===== src/sv/kwq_pkg.sv =====
// kwq_pkg: sizes, item types, opcodes, status codes and the key compare
// shared by the keyed waiting queue cells and its top level.
// no dependencies.
`timescale 1ns / 1ps

package kwq_pkg;

	localparam int DEPTH     = 16;
	localparam int KEY_CHARS = 8;
	localparam int KEY_W     = 64;
	localparam int HANDLE_W  = 16;
	localparam int CNT_W     = $clog2(DEPTH + 1);

	// opcodes
	localparam logic [1:0] OP_APPEND = 2'd0;
	localparam logic [1:0] OP_QUERY  = 2'd1;
	localparam logic [1:0] OP_REMOVE = 2'd2;

	// status codes
	localparam logic [1:0] ST_OK   = 2'd0;
	localparam logic [1:0] ST_MISS = 2'd1;
	localparam logic [1:0] ST_FULL = 2'd2;

	typedef struct packed {
		logic [1:0]          opcode;
		logic [KEY_W-1:0]    key;
		logic [HANDLE_W-1:0] handle_in;
	} kwq_req_t;

	typedef struct packed {
		logic [1:0]          status;
		logic                found;
		logic [HANDLE_W-1:0] handle_out;
	} kwq_rsp_t;

	// contents of one cell
	typedef struct packed {
		logic                valid;
		logic [KEY_W-1:0]    key;
		logic [HANDLE_W-1:0] handle;
	} kwq_entry_t;

	// per-cell controls from the sequencer
	typedef struct packed {
		logic cmp_en;
		logic append_en;
		logic shift_en;
	} kwq_cell_ctl_t;

	// string compare over the low KEY_CHARS bytes: every byte must agree
	// unless an earlier byte already agreed on the terminating zero
	function automatic logic key_match(input logic [KEY_W-1:0] a, input logic [KEY_W-1:0] b);
		logic ok;
		logic term;
		logic eq;
		ok   = 1'b1;
		term = 1'b0;
		for (int i = 0; i < KEY_CHARS; i++) begin
			eq = (a[8*i +: 8] == b[8*i +: 8]);
			if (!eq && !term) begin
				ok = 1'b0;
			end
			if (eq && (a[8*i +: 8] == 8'd0)) begin
				term = 1'b1;
			end
		end
		return ok;
	endfunction

endpackage


===== src/sv/kwq_cell.sv =====
// kwq_cell: one slot of the waiting queue; holds an entry, compares it
// against the request key and takes its neighbor's entry when the gap closes.
// depends on kwq_pkg.
`timescale 1ns / 1ps

module kwq_cell import kwq_pkg::*; (
	input  logic                clk,
	input  logic                arst_n,
	input  kwq_cell_ctl_t       ctl,
	input  logic [KEY_W-1:0]    req_key,
	input  logic [HANDLE_W-1:0] req_handle,
	input  kwq_entry_t          next,
	output kwq_entry_t          entry,
	output logic                hit
);

	logic                valid_q;
	logic [KEY_W-1:0]    key_q;
	logic [HANDLE_W-1:0] handle_q;
	logic                hit_q;

	// valid bit and registered match flag
	always_ff @(posedge clk or negedge arst_n) begin
		if (!arst_n) begin
			valid_q <= 1'b0;
			hit_q   <= 1'b0;
		end else begin
			if (ctl.append_en) begin
				valid_q <= 1'b1;
			end else if (ctl.shift_en) begin
				valid_q <= next.valid;
			end
			if (ctl.cmp_en) begin
				hit_q <= valid_q && key_match(key_q, req_key);
			end
		end
	end

	// stored key and handle
	always_ff @(posedge clk) begin
		if (ctl.append_en) begin
			key_q    <= req_key;
			handle_q <= req_handle;
		end else if (ctl.shift_en) begin
			key_q    <= next.key;
			handle_q <= next.handle;
		end
	end

	assign entry.valid  = valid_q;
	assign entry.key    = key_q;
	assign entry.handle = handle_q;
	assign hit          = hit_q;

endmodule


===== src/sv/keyed_waiting_queue.sv =====
// keyed_waiting_queue: ordered queue of keyed entries in a row of cells,
// with append, query and remove-first-match. depends on kwq_pkg, kwq_cell.
// each item is accepted, then compared in every cell, then selected and shifted;
// its result is registered in the select step; the next item waits until select ends.
// a stalled result holds the select step and thus the next item.
// reset: queue empty, no result pending, ready for an item right after reset.
`timescale 1ns / 1ps

module keyed_waiting_queue import kwq_pkg::*; (
	input  logic     clk,
	input  logic     arst_n,
	input  logic     req_valid,
	output logic     req_stall,
	input  kwq_req_t req,
	output logic     rsp_valid,
	input  logic     rsp_stall,
	output kwq_rsp_t rsp
);

	typedef enum logic [2:0] {
		S_IDLE  = 3'b001,
		S_MATCH = 3'b010,
		S_APPLY = 3'b100
	} state_t;

	state_t             state_q;
	kwq_req_t           req_q;
	logic [CNT_W-1:0]   occ_q;
	logic               rsp_valid_q;
	kwq_rsp_t           rsp_q;

	kwq_entry_t          entries [DEPTH];
	kwq_cell_ctl_t       ctls    [DEPTH];
	logic [DEPTH-1:0]    hit_vec;
	logic [DEPTH-1:0]    valid_vec;
	logic [DEPTH-1:0]    first_oh;
	logic [DEPTH-1:0]    shift_mask;
	logic [HANDLE_W-1:0] sel_handle;
	logic                any_hit;
	logic                is_full;
	logic                apply_go;
	logic                do_append;
	logic                do_remove;
	kwq_rsp_t            rsp_d;

	assign req_stall = (state_q != S_IDLE);
	assign apply_go  = (state_q == S_APPLY) && (!rsp_valid_q || !rsp_stall);
	assign is_full   = (occ_q == CNT_W'(DEPTH));
	assign any_hit   = |hit_vec;
	assign do_append = apply_go && (req_q.opcode == OP_APPEND) && !is_full;
	assign do_remove = apply_go && (req_q.opcode == OP_REMOVE) && any_hit;

	// first matching cell in queue order and every cell from it to the tail
	assign first_oh   = hit_vec & (~hit_vec + DEPTH'(1));
	assign shift_mask = ~(first_oh - DEPTH'(1));

	// handle of the first matching cell
	always_comb begin
		sel_handle = '0;
		for (int i = 0; i < DEPTH; i++) begin
			sel_handle = sel_handle | (entries[i].handle & {HANDLE_W{first_oh[i]}});
		end
	end

	// row of cells, each fed by its successor
	for (genvar i = 0; i < DEPTH; i++) begin : g_cell
		kwq_entry_t nb;
		if (i == DEPTH - 1) begin : g_last
			assign nb = '0;
		end else begin : g_mid
			assign nb = entries[i+1];
		end
		assign ctls[i].cmp_en    = (state_q == S_MATCH);
		assign ctls[i].append_en = do_append && (occ_q == CNT_W'(i));
		assign ctls[i].shift_en  = do_remove && shift_mask[i];
		assign valid_vec[i]      = entries[i].valid;

		kwq_cell u_cell (
			.clk        (clk),
			.arst_n     (arst_n),
			.ctl        (ctls[i]),
			.req_key    (req_q.key),
			.req_handle (req_q.handle_in),
			.next       (nb),
			.entry      (entries[i]),
			.hit        (hit_vec[i])
		);
	end

	// result of the item in the select step
	always_comb begin
		rsp_d = '0;
		case (req_q.opcode)
			OP_APPEND: begin
				if (is_full) begin
					rsp_d.status = ST_FULL;
				end
			end
			OP_QUERY: begin
				rsp_d.found  = any_hit;
				rsp_d.status = any_hit ? ST_OK : ST_MISS;
			end
			OP_REMOVE: begin
				rsp_d.found      = any_hit;
				rsp_d.status     = any_hit ? ST_OK : ST_MISS;
				rsp_d.handle_out = any_hit ? sel_handle : '0;
			end
			default: begin
				rsp_d = '0;
			end
		endcase
	end

	// sequencer, occupancy and result valid
	always_ff @(posedge clk or negedge arst_n) begin
		if (!arst_n) begin
			state_q     <= S_IDLE;
			occ_q       <= '0;
			rsp_valid_q <= 1'b0;
		end else begin
			if (rsp_valid_q && !rsp_stall) begin
				rsp_valid_q <= 1'b0;
			end
			case (state_q)
				S_IDLE: begin
					if (req_valid) begin
						state_q <= S_MATCH;
					end
				end
				S_MATCH: begin
					state_q <= S_APPLY;
				end
				S_APPLY: begin
					if (apply_go) begin
						state_q     <= S_IDLE;
						rsp_valid_q <= 1'b1;
					end
				end
				default: begin
					state_q <= S_IDLE;
				end
			endcase
			if (do_append) begin
				occ_q <= occ_q + CNT_W'(1);
			end else if (do_remove) begin
				occ_q <= occ_q - CNT_W'(1);
			end
		end
	end

	// request capture and result payload
	always_ff @(posedge clk) begin
		if (req_valid && !req_stall) begin
			req_q <= req;
		end
		if (apply_go) begin
			rsp_q <= rsp_d;
		end
	end

	assign rsp_valid = rsp_valid_q;
	assign rsp       = rsp_q;

	// occupancy stays within the queue size
	a_occ_range: assert property (@(posedge clk) disable iff (!arst_n)
		occ_q <= CNT_W'(DEPTH))
		else $error("occupancy beyond queue size");

	// valid cells agree with occupancy
	a_occ_count: assert property (@(posedge clk) disable iff (!arst_n)
		$countones(valid_vec) == 32'(occ_q))
		else $error("valid cells disagree with occupancy");

	// valid cells stay packed from the head
	a_packed: assert property (@(posedge clk) disable iff (!arst_n)
		((valid_vec + DEPTH'(1)) & valid_vec) == '0)
		else $error("gap in the queue");

	// a found result always carries status ok
	a_found_ok: assert property (@(posedge clk) disable iff (!arst_n)
		(rsp_valid_q && rsp_q.found) |-> (rsp_q.status == ST_OK))
		else $error("found with bad status");

	// a removal shrinks the queue by one entry
	a_remove_shrinks: assert property (@(posedge clk) disable iff (!arst_n)
		do_remove |=> (occ_q == $past(occ_q) - CNT_W'(1)))
		else $error("removal did not shrink queue");

endmodule

===== config.mk =====
export PLATFORM = sky130hd
export DESIGN_NAME = keyed_waiting_queue
export DESIGN_NICKNAME = d
export VERILOG_FILES = /design/src/sv/kwq_pkg.sv /design/src/sv/kwq_cell.sv /design/src/sv/keyed_waiting_queue.sv
export SDC_FILE = /design/constraint.sdc
export NUM_CORES = 2
export LEC_CHECK = 0
export BUFFER_PORTS_ARGS = -buffer_cell sky130_fd_sc_hd__buf_2
export CORE_ASPECT_RATIO = 0.5
export CORE_UTILIZATION = 60
export CTS_BUF_LIST = sky130_fd_sc_hd__clkbuf_4 sky130_fd_sc_hd__clkbuf_8
export CTS_CLUSTER_SIZE = 10
export DETAILED_ROUTE_END_ITERATION = 10
export HOLD_SLACK_MARGIN = 0.05
export PLACE_DENSITY = 0.81
export SLEW_MARGIN = 30
export SYNTH_ARGS = -nofsm -noshare
export SYNTH_HDL_FRONTEND = slang
export SYNTH_SLANG_ARGS = --single-unit

===== constraint.sdc =====
create_clock -name clk -period 14.9 [get_ports clk]
set_input_delay 0.745 -clock clk [delete_from_list [all_inputs] [get_ports clk]]
set_output_delay 0.745 -clock clk [all_outputs]
set_load 0.02 [all_outputs]

==> metrics <==
row count 91; CTS clk-pin slew, worst paths 0.07 ns; per-cell routed wire length ~27 um; fill cell count 8416; first-pass GRT wire length 295000 um; commonest non-fill, non-tap cell in the layout edfxtp_1; drt drc 0; post-DP HPWL 129000 um; Worst Tran Pin Value approximately 1.1 ns; # resized after CTS 0; EDFF count, synth 1381; CTS tree built; Setup violations, final 0; Cell Chain, Critical Path nor3b_1 -> nand3_1 -> nor2_2 -> buf_4 -> nand2_1 -> nor2_4 -> buf_6 -> or2_4 -> buf_4; Synth Warn # 0; CP arrival 4.61 ns; outcome complete, no violations; largest net degree at the start of global routing 90; Final Hold Viols 0; setup TNS 0 ns; Mean Syn Cell Area 13.7 um^2; post-synthesis cell count 5448; Crit Path Category reg -> reg; final setup skew 0.0355 ns; most frequent CP cell buf_4; gp weighted congestion 0.929; CP max-delay cell buf_4; VDD IR max 0.0711 mV; Worst slew margin 23.7%; CP Launch Type flip-flop; multi-input logic area slightly above 30000 um^2; Port Buffers 106; Final Max Tran Viols 0; overall routed net length between 150000 and 200000 um; max-cap violations 0; final period utilization 27.4%; synthesized area 74800 um^2; hold path depth 3; chip height 252 um; CP max stage delay 0.65 ns; Layout area overhead 9.60%; post-synthesis xor/xnor area fraction around 12%; crit path time final 4.09 ns; Antenna Nets Post-Route 0; share of layout cells above drive strength 1 about 32%; Initial DRT Pass Iterations 8; HP Class in -> reg; Max Buffers Root-to-Sink 3; Nets roughly 5600; Seq. cell area 42500 um^2; Worst Reg-to-Reg Cells 9; Peak Freq 0.245 GHz; leakage 0.0272 uW; Seq cells post-synth approximately 1400; main combinational cell family by area after synthesis multiplexers; Power Density 108 nW/um^2; Async SR Flop Fraction 2.88%; multiplexer share of the synthesized area roughly 18%; critical-path maximum fanout between 80 and 90; Util after Layout 66.4%; initial antenna violation count 15; global route overflow 0; Synth Area in Compound Gates 2.72%; clk root buf clkbuf_8; vias in the first global route around 48000; final hold slack roughly 0.18 ns; Core ar. 123000 um^2; Worst-Skew Late Latency 0.90 ns; Synth Area in Adders less than 1%; Via density around 6.5; CTS Buf Count around 200; initial core utilization 60.6%; All-Layer GR Usage between 30% and 40%; RSZ-0062 raised after global routing false; Netlist cell types 56; CP endpoint kind flip-flop; Seq/Total Area, Yosys 56.8%; Die ar. 126000 um^2; most frequent cells in the layout edfxtp_1, mux2_2, xor2_1; Synth Area in Simple Gates 7.59%; total number of vias 48062; clk sink count 1422; Post-Syn Nets 5543; H-tree depth 4; IO Pins 107; Iter 0 DRT Violations 6290; critical path required time 15.42 ns; DIE WIDTH 501 um; predominant post-synthesis flop cell edfxtp_1
-- synth_stat cells (2+ instances only) --
cell      instances  area, um^2
edfxtp_1       1381       41500
mux2_2         1201       13500
xor2_1          596        5220
xnor2_1         432        3780
nor4_1          389        2430
clkbuf_1        370        1390
nand2_1         184         691
nand4_1         148         926
and3_1           87         544
o21ai_0          87         435
a22oi_1          64         480
buf_1            59         221
a21oi_1          54         270
nand3_1          47         235
a221oi_1         40         350
dfrtp_1          40        1000
nor2_1           37         139
buf_2            35         175
nor3_1           33         165
nand3b_1         26         195
nor2b_1          20         125
a31oi_1          11        68.8
a32oi_1          11        96.3
o31ai_1          11        82.6
mux2i_1          10         100
ha_1              9         113
a31oi_2           7        87.6
inv_1             7        26.3
a41oi_1           6        52.6
and2_1            6        37.5
a21o_1            3        22.5
a311o_1           3        30.0
or3_1             3        18.8
a21boi_0          2        15.0
and4_1            2        17.5
buf_4             2        15.0
buf_6             2        22.5
nor3b_1           2        15.0
or2_2             2        12.5
or3b_2            2        17.5
or4_1             2        15.0
-- per-layer routing --
layer,vias to the layer above,share of wire [%],GRT usage [%]
li1,20742,-,-
met2,2771,44,45.9
met3,367,12,7.25
met4,2,3.3,12.5
met5,-,0.0096,0
met1,24180,41,43.8
-- worst paths after layout --
kind	from	end	slack, ns
worst max-delay path	state_q[1]	g_cell[8].u_cell.key_q[31]	10.81
worst min-delay path	rsp_stall	rsp_valid	0.18
worst max register to register	state_q[1]	g_cell[8].u_cell.key_q[31]	10.81
worst min register to register	g_cell[0].u_cell.valid_q	g_cell[0].u_cell.valid_q	0.50
max in group asynchronous	arst_n	g_cell[2].u_cell.hit	13.84
min in group asynchronous	arst_n	g_cell[3].u_cell.hit	0.54
-- worst max-delay path, delay by kind of cell (launching register included) --
kind	cells	cell delay [ns]
buffers and inverters	3	1.55
flip-flops	1	0.43
AND/OR/NAND/NOR	6	1.55
-- area by class of cell --
type / count / share of cell area [%]
flip-flops and latches: 1422 / 51.8
multi-input cells: 3550 / 37.7
clock buffers: 291 / 4.33
repair buffers: 326 / 3.10
well taps: 1674 / 2.55
clock inverters: 69 / 0.464
inverters: 7 / 0.0320
diodes: 6 / 0.0183
-- through the flow --
step	setup slack, ns	area (um^2)	instances	total power (uW)
2_1_floorplan	6.21	74800	5448	5420
3_3_place_gp	10.46	76800	6881	5740
3_5_place_dp	10.45	77100	6891	5790
4_1_cts	10.43	81800	7335	8840
5_1_grt	10.61	82000	7341	9110
6_report	10.81	82000	7345	8850
-- registers in the layout, summed over array words and instances (netlist names) --
register	count
state_q	3
g_cell.u_cell.valid_q	16
g_cell.u_cell.handle_q	256
req_q	82
occ_q	5
rsp	19
rsp_valid	1
g_cell.u_cell.key_q	1024
g_cell.u_cell.hit	16
-- logic make-up (layout without fill, tap and decap cells) --
group	Yosys count	count (layout)
mux	1211	1211
simple gates	998	998
xor+xnor	1028	1028
flops	1422	1422
other cells	0	6
compound gates	304	304
buf+inv	476	693
fa+ha+maj	9	9
-- power by group --
group / internal (uW) / total, uW / switching (uW)
Clock: 1560 / 3090 / 1530
Combinational: 415 / 1280 / 864
Sequential: 4410 / 4480 / 70.0
-- repair_timing --
action	in CTS	in global routing
hold buffers	84	0
setup buffers	0	0
endpoints found under the hold margin	123	0
Note: power is estimated with default switching activity, not from simulation.
